`config.mk`:
```
export PLATFORM = sky130hd
export DESIGN_NAME = rlsu_ctrl
export DESIGN_NICKNAME = d
export VERILOG_FILES = /design/src/hdl/rlsu_pkg.sv /design/src/hdl/rlsu_ctrl.sv
export SDC_FILE = /design/constraint.sdc
export NUM_CORES = 1
export LEC_CHECK = 0
export ABC_AREA = 1
export ABC_CLOCK_PERIOD_IN_PS = 3600
export BUFFER_PORTS_ARGS = -buffer_cell sky130_fd_sc_hd__buf_2
export CORE_AREA = 5 5 42 44
export DETAILED_ROUTE_END_ITERATION = 6
export DIE_AREA = 0 0 47 49
export GPL_TIMING_DRIVEN = 1
export PLACE_DENSITY = 0.72
export SYNTH_ARGS = -nofsm -noshare
export SYNTH_HDL_FRONTEND = slang
export SYNTH_SLANG_ARGS = --single-unit
```
`constraint.sdc`:
```
create_clock -name clk -period 3.6 [get_ports clk]
set_input_delay 0.36 -clock clk [delete_from_list [all_inputs] [get_ports clk]]
set_output_delay 0.36 -clock clk [all_outputs]
set_load 0.05 [all_outputs]
```
`src/hdl/rlsu_pkg.sv`:
```
`timescale 1ns / 1ps
`default_nettype none
// -----------------------------------------------------------------------------
// rlsu_pkg
// Shared types and constants of the run-limited sequence unranker: register
// indexes, field widths and the command/status bundle between the sequencer
// and the datapath.
// -----------------------------------------------------------------------------
package rlsu_pkg;

	localparam int RANK_W   = 64;
	localparam int LETTER_W = 5;
	localparam int ALPHA_W  = 5;
	localparam int RUNCFG_W = 5;
	localparam int LENCFG_W = 6;
	localparam int CFG_W    = 6;
	localparam int CIDX_W   = 2;

	localparam logic [LETTER_W-1:0] LETTERS = LETTER_W'(26);

	localparam logic [CIDX_W-1:0] REG_ALPHABET_SIZE = CIDX_W'(0);
	localparam logic [CIDX_W-1:0] REG_MAX_RUN       = CIDX_W'(1);
	localparam logic [CIDX_W-1:0] REG_STRING_LENGTH = CIDX_W'(2);

	localparam logic [ALPHA_W-1:0]  RST_ALPHABET_SIZE = ALPHA_W'(2);
	localparam logic [RUNCFG_W-1:0] RST_MAX_RUN       = RUNCFG_W'(2);
	localparam logic [LENCFG_W-1:0] RST_STRING_LENGTH = LENCFG_W'(8);

	localparam logic [RANK_W-1:0] COUNT_SAT = '1;

	typedef struct packed {
		logic start;
		logic fill0;
		logic next_row;
		logic row_rd;
		logic row_mul;
		logic row_fill;
		logic walk_init;
		logic walk;
		logic set_err;
		logic emit_init;
		logic emit_rd;
		logic emit_next;
	} cmd_t;

	typedef struct packed {
		logic a_last;
		logic m_last;
		logic found;
		logic miss_last;
		logic pos_last;
	} stat_t;

endpackage
`default_nettype wire

```
`src/hdl/rlsu_ctrl.sv`:
```
`timescale 1ns / 1ps
`default_nettype none
// -----------------------------------------------------------------------------
// rlsu_ctrl
// Sequencer: steps through table fill, letter walk and word emission.
// -----------------------------------------------------------------------------
module rlsu_ctrl (
	input  wire             clk,
	input  wire             arst_n,
	input  wire             in_valid,
	output logic            in_stall,
	output logic            out_valid,
	input  wire             out_stall,
	output rlsu_pkg::cmd_t  cmd,
	input  rlsu_pkg::stat_t stat
);
	import rlsu_pkg::*;

	typedef enum logic [3:0] {
		S_IDLE,
		S_FILL0,
		S_ROW_RD,
		S_ROW_MUL,
		S_ROW_FILL,
		S_WALK,
		S_EMIT_RD,
		S_EMIT_WAIT,
		S_ERR_WAIT
	} state_t;

	state_t state_q, state_d;
	logic   valid_q, valid_d;

	always_comb begin
		cmd     = '0;
		state_d = state_q;
		valid_d = valid_q;
		case (state_q)
			S_IDLE: begin
				if (in_valid) begin
					cmd.start = 1'b1;
					state_d   = S_FILL0;
				end
			end
			S_FILL0, S_ROW_FILL: begin
				cmd.fill0    = (state_q == S_FILL0);
				cmd.row_fill = (state_q == S_ROW_FILL);
				if (stat.a_last) begin
					if (stat.m_last) begin
						cmd.walk_init = 1'b1;
						state_d       = S_WALK;
					end else begin
						cmd.next_row = 1'b1;
						state_d      = S_ROW_RD;
					end
				end
			end
			S_ROW_RD: begin
				cmd.row_rd = 1'b1;
				state_d    = S_ROW_MUL;
			end
			S_ROW_MUL: begin
				cmd.row_mul = 1'b1;
				state_d     = S_ROW_FILL;
			end
			S_WALK: begin
				cmd.walk = 1'b1;
				if (stat.miss_last) begin
					cmd.set_err = 1'b1;
					valid_d     = 1'b1;
					state_d     = S_ERR_WAIT;
				end else if (stat.found && stat.pos_last) begin
					cmd.emit_init = 1'b1;
					state_d       = S_EMIT_RD;
				end
			end
			S_EMIT_RD: begin
				cmd.emit_rd = 1'b1;
				valid_d     = 1'b1;
				state_d     = S_EMIT_WAIT;
			end
			S_EMIT_WAIT: begin
				if (!out_stall) begin
					valid_d = 1'b0;
					if (stat.pos_last) begin
						state_d = S_IDLE;
					end else begin
						cmd.emit_next = 1'b1;
						state_d       = S_EMIT_RD;
					end
				end
			end
			S_ERR_WAIT: begin
				if (!out_stall) begin
					valid_d = 1'b0;
					state_d = S_IDLE;
				end
			end
			default: begin
				state_d = S_IDLE;
				valid_d = 1'b0;
			end
		endcase
	end

	always_ff @(posedge clk or negedge arst_n) begin
		if (!arst_n) begin
			state_q <= S_IDLE;
			valid_q <= 1'b0;
		end else begin
			state_q <= state_d;
			valid_q <= valid_d;
		end
	end

	assign in_stall  = (state_q != S_IDLE);
	assign out_valid = valid_q;

endmodule
`default_nettype wire

```
## Yosys cells after proc, flatten, opt, wreduce, memory -nomap -nowiden

Cells that the tools add are included.

| word-level totals | value |
|---|---|
| input port bits | 9 |
| flip-flop bits (word level) | 5 |

| operators by class | value |
|---|---|
| equality and inequality tests | 15 |
| bitwise logic cells | 1 |
| mux-type cells | 30 |
| reductions and logical operators | 8 |

Operator list:

| cell | count |
|---|---|
| case mux 4 bit (8 select lines) | 1 |
| two-way mux 4 bit | 6 |
| two-way mux 1 bit | 17 |
| equality test 4 x 3 -> 1 bit, second input constant | 4 |
| inequality test 2 bit, second input constant | 6 |
| two-way mux 3 bit | 3 |
| equality test 4 x 2 -> 1 bit, second input constant | 2 |
| AND reduction 5 bit | 1 |
| OR reduction 5 bit | 1 |
| equality test 4 x 1 -> 1 bit, second input constant | 1 |
| equality test 4 bit, second input constant | 1 |
| logical NOT 4 bit | 1 |
| two-way mux 2 bit | 2 |
| case mux 1 bit (4 select lines) | 1 |
| nonzero test 4 bit | 1 |
| OR reduction 2 bit | 2 |
| inequality test 3 bit, second input constant | 1 |
| AND reduction 3 bit | 1 |
| logical AND 1 bit | 1 |
| NOT 1 bit | 1 |

## Depth between registers and ports, before layout

Gate-level depths: netlist of run 1.

| depth | value |
|---|---|
| depth in word-level cells | 4 |
| mapped depth | 9 |
| gate-level depth less buffers | 9 |

## Worst setup path after synthesis of run 1

No wires, ideal clock.

| timing | value |
|---|---|
| path type | register to output |
| start | register state_q[1] |
| end | output cmd[11] (netlist name) |
| arrival time | 1,818 ps |
| buffers on the path | 0 |
| slack | 1,422 ps |
| required time | 3,240 ps |
| stages on the path, launching flop included | 4 |
| cells stage by stage | dfrtp_1 > nor2_2 > nand2_1 > nor2_1 |

RTL lines:

| what | RTL line | text |
|---|---|---|
| start: declaration | rlsu_ctrl.sv:31 | `state_t state_q, state_d;` |
| start signal: assignment | rlsu_ctrl.sv:111 | `state_q <= state_d;` |
| end: declaration | rlsu_ctrl.sv:14 | `output rlsu_pkg::cmd_t cmd,` |

==> impl_metrics.json, run 1 <==
{
  "worst_path_most_repeated_cell": "nand2_4",
  "core_um2": 1400,
  "maxSlewViolCount": 0,
  "ant_nets": 0,
  "worstMarginPinSlew_ps": 295,
  "routed_wl_mm": 1.35,
  "drt_first_pass_iters": 4,
  "powerDensity_nw_per_um2": 934,
  "cp_num_buf_inv": 1,
  "yosysWarnings": 0,
  "synth.area.top_cells": "dfrtp_1 24%, nand2_1 18%, nand2_4 11%, inv_1 8.5%, nor2_1 7.8%",
  "postCtsSetupBuffers": 0,
  "ir_worst_vdd_mv": 0.426,
  "grt_antenna_before_repair": 0,
  "status": "finished clean",
  "grt_use_met2_pct": 24.0,
  "start_kind": "flop",
  "intPower_mw": 0.246,
  "diodes": 0,
  "drt_iter0_drc": 7,
  "dieArea_um2": 2300,
  "cts_buffer_depth": 2,
  "cp_slowest_cell": "dfrtp_1",
  "skew_ps": 1.98,
  "wl_per_cell_um": 10.6,
  "p_switching_mw": 0.406,
  "rows": 14,
  "top_usage_layer": "met2",
  "ioPinCount": 23,
  "gp_congestion": 0.835,
  "fp.dieW_um": 47,
  "grt_pass1_vias": 598,
  "layout-drive-gt1-share_pct": 38.7,
  "grt-ovfl-total": 0,
  "syn_area_um2": 532,
  "cp_top_family": "simple AND/OR/NAND/NOR gates",
  "num_vias": 601,
  "grt_pass1_wl_mm": 2.30,
  "syn_avg_cell_area_um2": 6.33,
  "use_met1_pct": 14.3,
  "area_delta_synth_final_pct": 31.3,
  "synthCells": 84,
  "swShare_pct": 62.3,
  "max_freq_mhz": 504,
  "path_class": "flop to output pin",
  "max-cap-violations": 0,
  "yosys.area.top_type_share_pct": 23.5,
  "critPathArrivalTime_ps": 1630,
  "cpPeakStageDelay_ps": 460,
  "die_y_um": 49,
  "htreeDepth": 1,
  "cts_sinks": 5,
  "grt_max_degree": 8,
  "path_max_fanout": 7,
  "comb_power_share_pct": 73.6,
  "max_slew_margin_pct": 80.3,
  "hp-class": "input port to async pin",
  "cts_tree": "done",
  "fin_crit_ps": 1990,
  "rsz0062_at_grt": "no",
  "setup_viol": 0,
  "r2r_cells": 8,
  "hold_viol": 0,
  "clkPwrFrac_pct": 9.6,
  "ys_seq_area_share_pct": 23.5,
  "drc": 0,
  "fin_nets": 121,
  "timing.hold.ws_ps": 460,
  "start_util_pct": 37.9,
  "synth_top_cell_by_area": "dfrtp_1",
  "seq_power_share_pct": 16.8,
  "synth_cell_types": 16,
  "path_cells": "nor2_2 -> nand2_4 -> nand2_4 -> nand2_1 -> nor2_1 -> buf_2",
  "track_usage_pct": 13.0,
  "clk_latency_ps": 240,
  "crit_cells": 6,
  "clkTransAtPathRegs_ps": 40,
  "grt_use_met3_pct": 1.11,
  "tns_ps": 0,
  "cts_made_buffers": 3,
  "endpoint_kind": "output pin",
  "cp_data_required_time_ps": 3240,
  "fin_area_um2": 698,
  "viasPerCell": 4.73,
  "leakagePower_nw": 0.471,
  "io_buffers": 22,
  "ys_seq_elements": 5,
  "dpl.hpwl_mm": 1.20,
  "syn_nets": 93,
  "period_share_pct": 55.1,
  "cts_root_buffer": "clkbuf_4",
  "postPlaceCellArea_um2": 662
}
cells in the mapped netlist (all sizes together):
cell / number
nand2: 32
nor2: 16
inv: 15
nand3: 10
dfrtp: 5
o21ai: 3
a21oi: 1
nor3: 1
o211ai: 1
state kept, by name, summed over array words and instances, names as in the netlist:
register and cells:
state_q 4, out_valid 1
power groups by stage:
stage / clock [mW] / sequential, mW / combinational (mW)
finish: 0.0626 / 0.109 / 0.480
global route: 0.0705 / 0.113 / 0.522
CTS: 0.0653 / 0.108 / 0.484
detailed placement: 0 / 0.109 / 0.482
global placement: 0 / 0.109 / 0.477
floorplan: 0 / 0.112 / 0.385
cell usage in the layout (no fill, tap or decap):
cell type      count
buf_2             22
nor3_1             1
clkbuf_1           1
dfrtp_1            5
o211ai_1           1
nand2_2            1
nor2_2             2
dlygate4sd3_1      1
nand3_2            4
nand2_1           26
nand2_4            5
o21ai_0            1
clkbuf_4           3
inv_2              3
nor2_1            11
o21ai_1            2
inv_1             12
a21oi_1            1
nand3_1            6
nor2_4             3
cells by family (layout without fill, tap and decap cells):
| group | count (synthesis) | count (layout) | share of synthesized area, % |
|---|---|---|---|
| and+or+nand+nor | 59 | 59 | 60.7 |
| AOI/OAI and AO/OA | 5 | 5 | 5.18 |
| DFF | 5 | 5 | 23.5 |
| buffers and inverters | 15 | 42 | 10.6 |
stage by stage:
step	utilization [%]	std cells	total power, mW	setup slack, ps
global route	49.8	127	0.705	1510
detailed placement	47.2	122	0.591	1900
floorplan	-	84	0.497	1420
CTS	49.8	127	0.657	1640
finish	49.8	127	0.652	1610
global placement	47.2	122	0.586	1940
cell type report:
class / count / area, um2
Clock buffer: 4 / 26.3
Fill cell: 154 / 703
Inverter: 15 / 56.3
Sequential cell: 5 / 125
Multi-Input combinational cell: 64 / 350
Tap cell: 16 / 20.0
Timing Repair Buffer: 23 / 120
layer usage:
| metal | wire [um] | vias up |
|---|---|---|
| li1 | - | 314 |
| met1 | 514 | 259 |
| met2 | 715 | 23 |
| met3 | 87 | 5 |
| met4 | 28 | 0 |
| met5 | 0 | - |
worst reg2reg max path, delay by kind of cell (launching register included):
| family | cells | cell delay, ps |
|---|---|---|
| AND/OR/NAND/NOR | 8 | 810 |
| flip-flops | 1 | 460 |
path summary, 6_finish.rpt:
check / start / endpoint / slack (ps)
min in group clk: out_valid / out_valid / 470
max in group asynchronous: arst_n / out_valid / 3010
worst min register to register: out_valid / out_valid / 470
worst min-delay path: arst_n / state_q[2] / 460
worst max-delay path: state_q[1] / cmd[9] / 1610
worst max register to register: state_q[1] / state_q[1] / 2220
timing repair:
item,4_1_cts,5_1_grt
hold buffers,1,0
hold endpoints to repair,5,0
resized for setup,0,0
(Power assumes the default switching activity.)
==> run 2: changes to the inputs <==
--- a/config.mk
+++ b/config.mk
@@ -5,14 +5,14 @@
 export SDC_FILE = /design/constraint.sdc
 export NUM_CORES = 1
 export LEC_CHECK = 0
-export ABC_AREA = 1
-export ABC_CLOCK_PERIOD_IN_PS = 3600
+export ABC_AREA = 0
+export ABC_CLOCK_PERIOD_IN_PS = 2020
 export BUFFER_PORTS_ARGS = -buffer_cell sky130_fd_sc_hd__buf_2
 export CORE_AREA = 5 5 42 44
 export DETAILED_ROUTE_END_ITERATION = 6
 export DIE_AREA = 0 0 47 49
 export GPL_TIMING_DRIVEN = 1
-export PLACE_DENSITY = 0.72
+export PLACE_DENSITY = 0.78
 export SYNTH_ARGS = -nofsm -noshare
 export SYNTH_HDL_FRONTEND = slang
 export SYNTH_SLANG_ARGS = --single-unit
==> constraint.sdc (replaced) <==
create_clock -name clk -period 2.02 [get_ports clk]
set_input_delay 0.202 -clock clk [delete_from_list [all_inputs] [get_ports clk]]
set_output_delay 0.202 -clock clk [all_outputs]
set_load 0.05 [all_outputs]
==> impl_metrics.json, run 2 <==
{
  "status": "finished clean",
  "yosys.area.top_type_share_pct": 20.7,
  "worstMarginPinSlew_ps": 381,
  "synth.area.top_cells": "dfrtp_1 21%, nor2_1 5.0%, buf_6 3.7%, a21oi_1 3.3%, nor3_1 3.3%",
  "clkTransAtPathRegs_ps": 40,
  "syn_area_um2": 606,
  "cp_data_required_time_ps": 1820,
  "max_slew_margin_pct": 74.5,
  "yosysWarnings": 0,
  "power_mw": 1.48,
  "period_share_pct": 94.7,
  "max_freq_mhz": 523,
  "synthCells": 79,
  "fin_area_um2": 769,
  "rsz0062_at_grt": "no",
  "powerDensity_nw_per_um2": 1930,
  "layout-drive-gt1-share_pct": 36.9,
  "diodes": 0,
  "synth_most_common_cell": "nor2_1",
  "intPower_mw": 0.638,
  "cts_sinks": 5,
  "grt_antenna_before_repair": 0,
  "io_buffers": 22,
  "path_max_fanout": 11,
  "cts_resized": 0,
  "skew_ps": 3.06,
  "p_switching_mw": 0.844,
  "final_cell_mix": "22 x buf_2, 8 x nor2_1, 5 x dfrtp_1, 5 x buf_4",
  "core_um2": 1400,
  "hold_viol": 0,
  "cts_root_buffer": "clkbuf_4",
  "postCtsSetupBuffers": 0,
  "grt-ovfl-total": 0,
  "gp_congestion": 0.831,
  "drt_iter0_drc": 11,
  "area_delta_synth_final_pct": 27.1,
  "dieArea_um2": 2300,
  "fp.dieW_um": 47,
  "clkPwrFrac_pct": 8.0,
  "start_util_pct": 43.2,
  "rows": 14,
  "synth_top_cell_by_area": "dfrtp_1",
  "largest_reg_flops": 4,
  "ir_worst_vdd_mv": 0.860,
  "grt_pass1_wl_mm": 2.98,
  "final_common_cell": "buf_2",
  "cts_tree": "done",
  "fin_nets": 113,
  "wl_met3_um": 103,
  "synth_cell_types": 40,
  "grt_max_degree": 13,
  "syn_nets": 88,
  "timing.hold.ws_ps": 301,
  "dpl.hpwl_mm": 1.37,
  "ys.flop_type": "dfrtp_1",
  "leakagePower_nw": 0.377,
  "routed.top_layer": "met4",
  "synthTopCellsByCount": "8 x nor2_1, 5 x clkbuf_1, 5 x dfrtp_1",
  "swShare_pct": 57.0,
  "fin_crit_ps": 1910,
  "max-cap-violations": 0,
  "seq_power_share_pct": 15.7,
  "comb_power_share_pct": 76.2,
  "ys_seq_elements": 5,
  "track_usage_pct": 17.2,
  "maxSlewViolCount": 0,
  "largest_register": "state_q",
  "wl_per_cell_um": 15.0,
  "grt_pass1_vias": 689,
  "num-fill-cells": 144,
  "cts_made_buffers": 3,
  "routed_wl_mm": 1.78,
  "cts_buffer_depth": 2,
  "ys_async_sr_fraction_pct": 100,
  "ys_seq_area_share_pct": 20.7,
  "drc": 0,
  "syn_avg_cell_area_um2": 7.67,
  "wirelength_met1_um": 712,
  "start_kind": "flop",
  "setup_viol": 0,
  "hp-class": "input port to flop",
  "path_class": "flop to output pin",
  "num_vias": 692,
  "die_y_um": 49,
  "met2_length_um": 905,
  "viasPerCell": 5.82,
  "synth_edf_count": 0,
  "ant_nets": 0,
  "drt_first_pass_iters": 4,
  "endpoint_kind": "output pin",
  "critPathArrivalTime_ps": 1710,
  "ioPinCount": 23,
  "cts_hold_buf": 1,
  "postPlaceCellArea_um2": 733,
  "clk_latency_ps": 250,
  "htreeDepth": 1
}
## run 2: worst paths after layout
check                           startpoint          to  slack, ps  depth (start not counted)
worst min-delay path               stat[1]  state_q[3]        300                          3
worst min register to register  state_q[1]  state_q[3]        580                          1
min in group asynchronous           arst_n  state_q[1]        320                          2
max in group asynchronous           arst_n  state_q[3]       1560                          2
worst max register to register  state_q[0]  state_q[2]        180                          4
worst max-delay path            state_q[0]      cmd[2]        110                          4
## run 2: cell type report
type	instances	area [um2]	area share, %
well taps	16	20.0	2.60
multi-input cells	62	425	55.3
clock buffers	4	26.3	3.41
flip-flops and latches	5	125	16.3
inverters	4	15.0	1.95
repair buffers	28	158	20.5
## run 2: through the flow
stage	utilization [%]	setup WS (ps)	TNS, ps	instances
final	54.9	108	0	119
after CTS	54.9	117	0	119
after global routing	54.9	29.5	0	119
after floorplan	-	-119	-421	79
after detailed placement	52.3	193	0	114
after global placement	52.3	250	0	114
## run 2: worst max-delay path: stages, from the launching register on
cell and delay [ps]:
dfrtp_1 510, buf_4 230, and4bb_2 260, and4b_1 200
buf_2 260
## run 2: layer usage
| layer | track usage (%) | vias to the layer above |
|---|---|---|
| li1 | - | 340 |
| met1 | 19.3 | 323 |
| met2 | 29.0 | 23 |
| met3 | 5.54 | 6 |
| met4 | 6.45 | 0 |
| met5 | 0 | - |
## run 2: logic make-up (layout without fill, tap and decap cells)
| family | after synthesis | in the layout | share of synthesized area (%) |
|---|---|---|---|
| AND/OR/NAND/NOR | 42 | 42 | 42.6 |
| AO/OA/AOI/OAI | 18 | 18 | 22.7 |
| buffers and inverters | 12 | 36 | 10.1 |
| flip-flops | 5 | 5 | 20.7 |
| XOR/XNOR | 1 | 1 | 1.45 |
| multiplexers | 1 | 1 | 2.48 |
## run 2: power groups by stage
stage | logic [mW] | registers, mW | clock network (mW)
floorplan | 0.921 | 0.204 | 0
global placement | 1.09 | 0.223 | 0
detailed placement | 1.12 | 0.231 | 0
CTS | 1.13 | 0.228 | 0.122
global route | 1.22 | 0.242 | 0.125
finish | 1.13 | 0.233 | 0.119
